===== src/sv/rgbhsv_pkg.sv =====
// Shared types, widths and constants of the RGB to HSV converter.
package rgbhsv_pkg;

  localparam int COLOR_BITS    = 8;
  localparam int HUE_FRAC_BITS = 6;

  // Hue spans 0 to below 360 degrees: nine integer bits plus the fraction.
  localparam int HUE_W    = 9 + HUE_FRAC_BITS;
  // Hue factor: up to six sectors times delta.
  localparam int FACTOR_W = COLOR_BITS + 3;
  localparam int HNUM_W   = HUE_W + COLOR_BITS;
  localparam int SNUM_W   = 2 * COLOR_BITS;

  localparam int DIV_STEPS = (HUE_W > COLOR_BITS) ? HUE_W : COLOR_BITS;
  localparam int HUE_FIRST = DIV_STEPS - HUE_W;
  localparam int SAT_FIRST = DIV_STEPS - COLOR_BITS;

  localparam logic [HNUM_W-1:0] DEG_PER_SECTOR = HNUM_W'(60);

  typedef enum logic [1:0] {
    SECT_RED   = 2'd0,
    SECT_GREEN = 2'd1,
    SECT_BLUE  = 2'd2
  } sector_e;

  typedef struct packed {
    logic [COLOR_BITS-1:0] red;
    logic [COLOR_BITS-1:0] green;
    logic [COLOR_BITS-1:0] blue;
  } pixel_t;

  typedef struct packed {
    logic [HUE_W-1:0]      hue;
    logic [COLOR_BITS-1:0] saturation;
    logic [COLOR_BITS-1:0] value;
  } hsv_t;

  // After the max/min compare.
  typedef struct packed {
    logic [COLOR_BITS-1:0]        max_c;
    logic [COLOR_BITS-1:0]        min_c;
    sector_e                      sector;
    logic signed [COLOR_BITS:0]   diff;
  } rank_t;

  // After the sector factor.
  typedef struct packed {
    logic [COLOR_BITS-1:0] max_c;
    logic [COLOR_BITS-1:0] delta;
    logic [FACTOR_W-1:0]   factor;
  } factor_t;

  // Running state of the two restoring dividers.
  typedef struct packed {
    logic [COLOR_BITS-1:0] hue_rem;
    logic [HUE_W-1:0]      hue_acc;
    logic [COLOR_BITS-1:0] hue_den;
    logic [COLOR_BITS-1:0] sat_rem;
    logic [COLOR_BITS-1:0] sat_acc;
    logic [COLOR_BITS-1:0] sat_den;
    logic [COLOR_BITS-1:0] value;
  } div_t;

endpackage


===== src/sv/rgbhsv_prep.sv =====
// Front stages: max/min ranking, sector factor, and divider numerators.
module rgbhsv_prep (
  input  logic                  clk_i,
  input  logic                  rst_ni,
  input  logic                  in_valid_i,
  output logic                  in_stall_o,
  input  rgbhsv_pkg::pixel_t    in_pixel_i,
  output logic                  out_valid_o,
  input  logic                  out_stall_i,
  output rgbhsv_pkg::div_t      out_div_o
);
  import rgbhsv_pkg::*;

  logic    rank_valid_q, fact_valid_q, num_valid_q;
  logic    rank_stall, fact_stall, num_stall;
  rank_t   rank_d, rank_q;
  factor_t fact_d, fact_q;
  div_t    num_d, num_q;

  logic [FACTOR_W-1:0] delta_ext;
  logic [FACTOR_W-1:0] scaled_delta;
  logic [HNUM_W-1:0]   hue_num;
  logic [SNUM_W-1:0]   sat_num;

  assign num_stall  = num_valid_q & out_stall_i;
  assign fact_stall = fact_valid_q & num_stall;
  assign rank_stall = rank_valid_q & fact_stall;
  assign in_stall_o = rank_stall;

  // Rank: red wins ties over green, green over blue.
  always_comb begin
    rank_d = '0;
    if (in_pixel_i.red >= in_pixel_i.green && in_pixel_i.red >= in_pixel_i.blue) begin
      rank_d.sector = SECT_RED;
      rank_d.max_c  = in_pixel_i.red;
      rank_d.diff   = $signed({1'b0, in_pixel_i.green}) - $signed({1'b0, in_pixel_i.blue});
    end else if (in_pixel_i.green >= in_pixel_i.blue) begin
      rank_d.sector = SECT_GREEN;
      rank_d.max_c  = in_pixel_i.green;
      rank_d.diff   = $signed({1'b0, in_pixel_i.blue}) - $signed({1'b0, in_pixel_i.red});
    end else begin
      rank_d.sector = SECT_BLUE;
      rank_d.max_c  = in_pixel_i.blue;
      rank_d.diff   = $signed({1'b0, in_pixel_i.red}) - $signed({1'b0, in_pixel_i.green});
    end
    rank_d.min_c = in_pixel_i.red;
    if (in_pixel_i.green < rank_d.min_c) rank_d.min_c = in_pixel_i.green;
    if (in_pixel_i.blue < rank_d.min_c) rank_d.min_c = in_pixel_i.blue;
  end

  // Factor = sector offset * delta + diff; never negative.
  always_comb begin
    fact_d       = '0;
    fact_d.max_c = rank_q.max_c;
    fact_d.delta = rank_q.max_c - rank_q.min_c;
    delta_ext    = FACTOR_W'(fact_d.delta);
    case (rank_q.sector)
      SECT_RED:   scaled_delta = rank_q.diff[COLOR_BITS] ?
                                 (delta_ext << 2) + (delta_ext << 1) : '0;
      SECT_GREEN: scaled_delta = delta_ext << 1;
      SECT_BLUE:  scaled_delta = delta_ext << 2;
      default:    scaled_delta = '0;
    endcase
    fact_d.factor = scaled_delta + {{2{rank_q.diff[COLOR_BITS]}}, rank_q.diff};
  end

  // Numerators; a zero divisor becomes one over a zero numerator.
  always_comb begin
    num_d       = '0;
    num_d.value = fact_q.max_c;
    hue_num     = ((HNUM_W'(fact_q.factor) * DEG_PER_SECTOR) << HUE_FRAC_BITS);
    sat_num     = {fact_q.delta, {COLOR_BITS{1'b0}}} - SNUM_W'(fact_q.delta);
    if (fact_q.delta == '0) begin
      hue_num       = '0;
      num_d.hue_den = COLOR_BITS'(1);
    end else begin
      num_d.hue_den = fact_q.delta;
    end
    if (fact_q.max_c == '0) begin
      sat_num       = '0;
      num_d.sat_den = COLOR_BITS'(1);
    end else begin
      num_d.sat_den = fact_q.max_c;
    end
    num_d.hue_rem = hue_num[HNUM_W-1:HUE_W];
    num_d.hue_acc = hue_num[HUE_W-1:0];
    num_d.sat_rem = sat_num[SNUM_W-1:COLOR_BITS];
    num_d.sat_acc = sat_num[COLOR_BITS-1:0];
  end

  always_ff @(posedge clk_i or negedge rst_ni) begin
    if (!rst_ni) begin
      rank_valid_q <= 1'b0;
      fact_valid_q <= 1'b0;
      num_valid_q  <= 1'b0;
    end else begin
      if (!rank_stall) rank_valid_q <= in_valid_i;
      if (!fact_stall) fact_valid_q <= rank_valid_q;
      if (!num_stall)  num_valid_q  <= fact_valid_q;
    end
  end

  always_ff @(posedge clk_i) begin
    if (!rank_stall && in_valid_i) rank_q <= rank_d;
    if (!fact_stall && rank_valid_q) fact_q <= fact_d;
    if (!num_stall && fact_valid_q) num_q <= num_d;
  end

  assign out_valid_o = num_valid_q;
  assign out_div_o   = num_q;

endmodule


===== src/sv/rgbhsv_div_stage.sv =====
// One registered restoring-division step for the hue and saturation dividers.
module rgbhsv_div_stage (
  input  logic              clk_i,
  input  logic              rst_ni,
  input  logic              do_hue_i,
  input  logic              do_sat_i,
  input  logic              in_valid_i,
  output logic              in_stall_o,
  input  rgbhsv_pkg::div_t  in_div_i,
  output logic              out_valid_o,
  input  logic              out_stall_i,
  output rgbhsv_pkg::div_t  out_div_o
);
  import rgbhsv_pkg::*;

  logic                  valid_q;
  logic                  stall;
  div_t                  div_d, div_q;
  logic [COLOR_BITS:0]   hue_trial, hue_sub;
  logic [COLOR_BITS:0]   sat_trial, sat_sub;
  logic                  hue_bit, sat_bit;

  assign stall      = valid_q & out_stall_i;
  assign in_stall_o = stall;

  always_comb begin
    div_d     = in_div_i;
    hue_trial = {in_div_i.hue_rem, in_div_i.hue_acc[HUE_W-1]};
    hue_sub   = hue_trial - {1'b0, in_div_i.hue_den};
    hue_bit   = (hue_trial >= {1'b0, in_div_i.hue_den});
    sat_trial = {in_div_i.sat_rem, in_div_i.sat_acc[COLOR_BITS-1]};
    sat_sub   = sat_trial - {1'b0, in_div_i.sat_den};
    sat_bit   = (sat_trial >= {1'b0, in_div_i.sat_den});
    if (do_hue_i) begin
      div_d.hue_rem = hue_bit ? hue_sub[COLOR_BITS-1:0] : hue_trial[COLOR_BITS-1:0];
      div_d.hue_acc = {in_div_i.hue_acc[HUE_W-2:0], hue_bit};
    end
    if (do_sat_i) begin
      div_d.sat_rem = sat_bit ? sat_sub[COLOR_BITS-1:0] : sat_trial[COLOR_BITS-1:0];
      div_d.sat_acc = {in_div_i.sat_acc[COLOR_BITS-2:0], sat_bit};
    end
  end

  always_ff @(posedge clk_i or negedge rst_ni) begin
    if (!rst_ni) begin
      valid_q <= 1'b0;
    end else if (!stall) begin
      valid_q <= in_valid_i;
    end
  end

  always_ff @(posedge clk_i) begin
    if (!stall && in_valid_i) div_q <= div_d;
  end

  assign out_valid_o = valid_q;
  assign out_div_o   = div_q;

endmodule


===== src/sv/rgb_to_hsv_converter_top.sv =====
// RGB to HSV converter: three front stages and a chain of divider stages.
//
// Input channel: in_valid_i / in_stall_o with one RGB pixel per beat on
// in_pixel_i. Output channel: out_valid_o / out_stall_i with hue (1/64 degree
// units), saturation and value on out_hsv_o. A beat moves on a rising edge
// with valid high and stall low.
// The path runs through max/min rank, sector factor, numerator setup, then
// one quotient bit per stage of the hue divider, whose 15-bit quotient sets
// the depth. The saturation divider runs alongside in the last COLOR_BITS
// stages.
// Throughput is one pixel per cycle while the receiver does not stall. Every stage has its own valid bit and
// takes a new beat whenever it is empty or its successor moves, so bubbles
// fill in under stall. When the receiver stalls, the last stage holds its
// result and stall backs up stage by stage; nothing is dropped or repeated.
// Reset clears all valid bits; the block holds no state between pixels.
module rgb_to_hsv_converter_top (
  input  logic                clk_i,
  input  logic                rst_ni,
  input  logic                in_valid_i,
  output logic                in_stall_o,
  input  rgbhsv_pkg::pixel_t  in_pixel_i,
  output logic                out_valid_o,
  input  logic                out_stall_i,
  output rgbhsv_pkg::hsv_t    out_hsv_o
);
  import rgbhsv_pkg::*;

  logic [DIV_STEPS:0] vld;
  logic [DIV_STEPS:0] stl;
  div_t               dat [DIV_STEPS+1];

  rgbhsv_prep u_prep (
    .clk_i       (clk_i),
    .rst_ni      (rst_ni),
    .in_valid_i  (in_valid_i),
    .in_stall_o  (in_stall_o),
    .in_pixel_i  (in_pixel_i),
    .out_valid_o (vld[0]),
    .out_stall_i (stl[0]),
    .out_div_o   (dat[0])
  );

  for (genvar i = 0; i < DIV_STEPS; i++) begin : g_div
    rgbhsv_div_stage u_stage (
      .clk_i       (clk_i),
      .rst_ni      (rst_ni),
      .do_hue_i    ((i >= HUE_FIRST) ? 1'b1 : 1'b0),
      .do_sat_i    ((i >= SAT_FIRST) ? 1'b1 : 1'b0),
      .in_valid_i  (vld[i]),
      .in_stall_o  (stl[i]),
      .in_div_i    (dat[i]),
      .out_valid_o (vld[i+1]),
      .out_stall_i (stl[i+1]),
      .out_div_o   (dat[i+1])
    );
  end

  assign stl[DIV_STEPS] = out_stall_i;

  assign out_valid_o          = vld[DIV_STEPS];
  assign out_hsv_o.hue        = dat[DIV_STEPS].hue_acc;
  assign out_hsv_o.saturation = dat[DIV_STEPS].sat_acc;
  assign out_hsv_o.value      = dat[DIV_STEPS].value;

endmodule


===== config.mk =====
export PLATFORM = sky130hd
export DESIGN_NAME = rgb_to_hsv_converter_top
export DESIGN_NICKNAME = d
export VERILOG_FILES = /design/src/sv/rgbhsv_pkg.sv /design/src/sv/rgbhsv_prep.sv /design/src/sv/rgbhsv_div_stage.sv /design/src/sv/rgb_to_hsv_converter_top.sv
export SDC_FILE = /design/constraint.sdc
export NUM_CORES = 1
export LEC_CHECK = 0
export ABC_AREA = 1
export BUFFER_PORTS_ARGS = -buffer_cell sky130_fd_sc_hd__buf_4
export CELL_PAD_IN_SITES_DETAIL_PLACEMENT = 1
export CELL_PAD_IN_SITES_GLOBAL_PLACEMENT = 2
export CORE_AREA = 4 4 329 331
export DETAILED_ROUTE_END_ITERATION = 7
export DIE_AREA = 0 0 333 335
export GPL_TIMING_DRIVEN = 0
export PLACE_DENSITY_LB_ADDON = 0.25
export REMOVE_ABC_BUFFERS = 1
export SYNTH_ARGS = -nofsm -noshare
export SYNTH_HDL_FRONTEND = slang
export SYNTH_SLANG_ARGS = --single-unit

===== constraint.sdc =====
create_clock -name clk_i -period 4.01 [get_ports clk_i]
set_input_delay 0.401 -clock clk_i [delete_from_list [all_inputs] [get_ports clk_i]]
set_output_delay 0.401 -clock clk_i [all_outputs]
set_load 0.02 [all_outputs]

==> results.cfg <==
[global_route]
grt_max_degree = 47
antenna_found_initial = 0
grt_pass1_wl_um = 137000
globalRoute.totalOverflow = 0
grt_usage_pct = 15.1
first_global_vias = 26772

[sta]
max_slew_margin_pct = 28.0
worst_pin_slew_ns = 1.08
fmax_ghz = 0.259
clock_skew_ns = 0.0198
final_hold_viol_count = 0
grt_setup_unrepaired = yes
period_minus_slack_ns = 3.86
setup_violations = 0
fin_crit_sh_pct = 96.3
drv_slew = 0

[hold_path]
hp-class = primary input to flop
min_from = in_pixel_i[3]

[placed_design]
numPortBuffers = 60
dpl.cell_count = 4763
hpwl_um = 62900
gp_congestion = 0.855

[finish]
drive_gt1_share_pct = 10.5
antenna_cells = 0
fin_nets = 3820
mostFrequentLayoutCells = 938 x edfxtp_1, 539 x nand2_1, 482 x inv_1
layout_commonest_cell = edfxtp_1
final_util_pct = 46.5
syn_to_final_growth_pct = 14.2
stdcell_count = 4967

[worst_setup_path]
cp-start-kind = flop
setup.worst_path.start = u_prep.fact_d[19]
reg2reg_from = u_prep.fact_d[19]
worstPathMaxFanout = 4
cp-end-kind = flop
critPathRequiredTime_ns = 4.43
worstPathArrival_ns = 4.28
worstSetupPathType = flop to flop

[power_and_ir_drop]
ir_worst_vdd_mv = 0.945
combPwrFrac_pct = 37.2
power_leakage_nw = 19.9
clkPwrFrac_pct = 22.7
power_switching_mw = 15.2
sw_frac_of_total_pct = 35.5
seqPwrFrac_pct = 40.0
power_density_mw_per_mm2 = 875
p_int_mw = 27.6

[clock_tree]
cts_num_sinks = 956
insertion_delay_ns = 0.67
clockBufferDepth = 3
cts.htree.levels = 3
root_buffer = clkbuf_16
cts-buffers-inserted = 101
path_clk_slew_ns = 0.06
cts_tree = built

[route]
routedWlPerCell_um = 16.6
drt_wl_total_um = 82200
num_vias = 24036
first_pass_iters = 4
vias_per_cell = 4.84
drc_errors = 0
drtIter0Drc = 960
ant_nets = 0

[logic_synthesis]
ys_ff_latch = 956
synthDominantCellAreaShare_pct = 65.8
synth_area_leader_cell = edfxtp_1
syn-instance-count = 3356
yosysSeqAreaShare_pct = 66.8
synth_cell_types = 51
synth.area.top_cells = edfxtp_1 66%, ha_1 7.5%, nand2_1 4.8%
syn_area_mm2 = 0.0428
syn_area_per_cell_um2 = 12.8
yosys_warnings = 0

[die]
core_mm2 = 0.105
start_util_pct = 40.7
io_pins = 61
die-area_mm2 = 0.112
die_y_um = 335
die_w_um = 333
row_count = 119

[job]
cap_violations = 0

[outcome]
status = finished, final reports clean
[flip-flops by register name (all words and copies together) (netlist names)]
signal                     count
u_prep.rank_valid_q            1
u_prep.out_valid_o             1
u_prep.fact_q                 27
g_div.u_stage.out_div_o      829
u_prep.fact_d                  8
u_prep.fact_valid_q            1
u_prep.rank_q                 19
u_prep.out_div_o              55
g_div.u_stage.out_valid_o     15
[layer usage]
metal | vias to the layer above | global-route usage (%) | wire length, µm
met2 | 256 | 29.0 | 44700
met3 | 154 | 2.37 | 2320
met4 | 0 | 5.23 | 2520
li1 | 11883 | - | -
met1 | 11743 | 16.9 | 32700
met5 | - | 0 | 0
[cell families after synthesis]
kind of cell | share of synthesized area [%]
buffers and inverters | 5.22
adders and majority gates | 9.66
xor gates and xnor gates | 2.21
DFF | 66.8
and+or+nand+nor | 10.8
AOI/OAI and AO/OA | 5.29
[path summary, 6_finish.rpt]
path / endpoint / slack, ns / depth (start not counted)
worst min register to register: g_div[6].u_stage.out_div_o[43] / 0.41 / 0
worst max-delay path: u_prep.fact_q[9] / 0.15 / 20
worst min-delay path: u_prep.rank_q[14] / 0.10 / 3
max in group asynchronous: g_div[4].u_stage.out_valid_o / 3.65 / 2
worst max register to register: u_prep.fact_q[9] / 0.15 / 20
min in group asynchronous: u_prep.rank_valid_q / 0.15 / 2
[power by group through the flow]
stage          clock [mW]  sequential [mW]  combinational [mW]
4_1_cts              10.0             17.2                16.1
5_1_grt              10.5             17.5                18.5
3_5_place_dp            0             17.4                15.8
6_report             9.72             17.1                15.9
3_3_place_gp            0             17.4                14.9
2_1_floorplan           0             17.0                11.5
[layout make-up]
type	count	area [µm²]
fillers	10783	56200
well taps	1391	1740
flip-flops and latches	956	28600
clock buffers	124	2610
multi-input cells	1846	12200
repair buffers	90	883
clock inverters	66	926
inverters	494	1850
[critical path: stages, from the launching register on]
cell and delay [ns]:
edfxtp_1 0.39, inv_1 0.07, ha_1 0.15, inv_2 0.05
fa_2 0.41, nand3_1 0.13, nand3_2 0.14, xor2_2 0.20
ha_1 0.34, a21oi_1 0.21, nand2_2 0.13, a21oi_1 0.17
o21ai_2 0.08, o221ai_2 0.09, ha_1 0.32, buf_4 0.16
a21oi_2 0.15, nor2_1 0.06, o21ai_1 0.14, nand2_1 0.08
xor2_1 0.14
[stage by stage]
step	power (mW)	hold WS [ns]	area (µm²)	setup TNS [ns]	worst slack, ns
2_1_floorplan	28.5	0.105	42400	-10.66	-0.194
3_3_place_gp	32.3	0.288	44600	-408.31	-1.18
3_5_place_dp	33.2	0.296	45000	-1.26	-0.557
4_1_cts	43.3	0.0451	48700	0	0.00753
5_1_grt	46.5	0.0666	48900	-0.0393	-0.0302
6_report	42.8	0.104	48900	0	0.150
[Yosys cell counts (all sizes together)]
cell and number:
inv 494, o2111ai 1, fa 46, or3 6, xnor2 50, ha 257
o21ai 188, o211ai 13, o21a 3, buf 46, nand2 578, a211o 2
edfxtp 938, nand3b 15, a211oi 13, clkbuf 14, a31oi 7, nand3 154
a21boi 1, or2 21, nor3b 2, nor3 34, and2 1, o22ai 1
dfrtp 18, nor2 181, nand4 33, o32ai 1, a221oi 2, a21o 12
or4 10, xor2 58, a22oi 1, o21bai 12, a21oi 139, o221ai 4
[what timing repair did]
action	CTS	global route
endpoints found under the setup margin	4	3
hold buffers	3	0
cloned	0	0
resized for setup	10	38
hold endpoints to repair	20	0
setup buffers	9	2
pin swaps	7	12
Note: power is estimated with default switching activity, not from simulation.
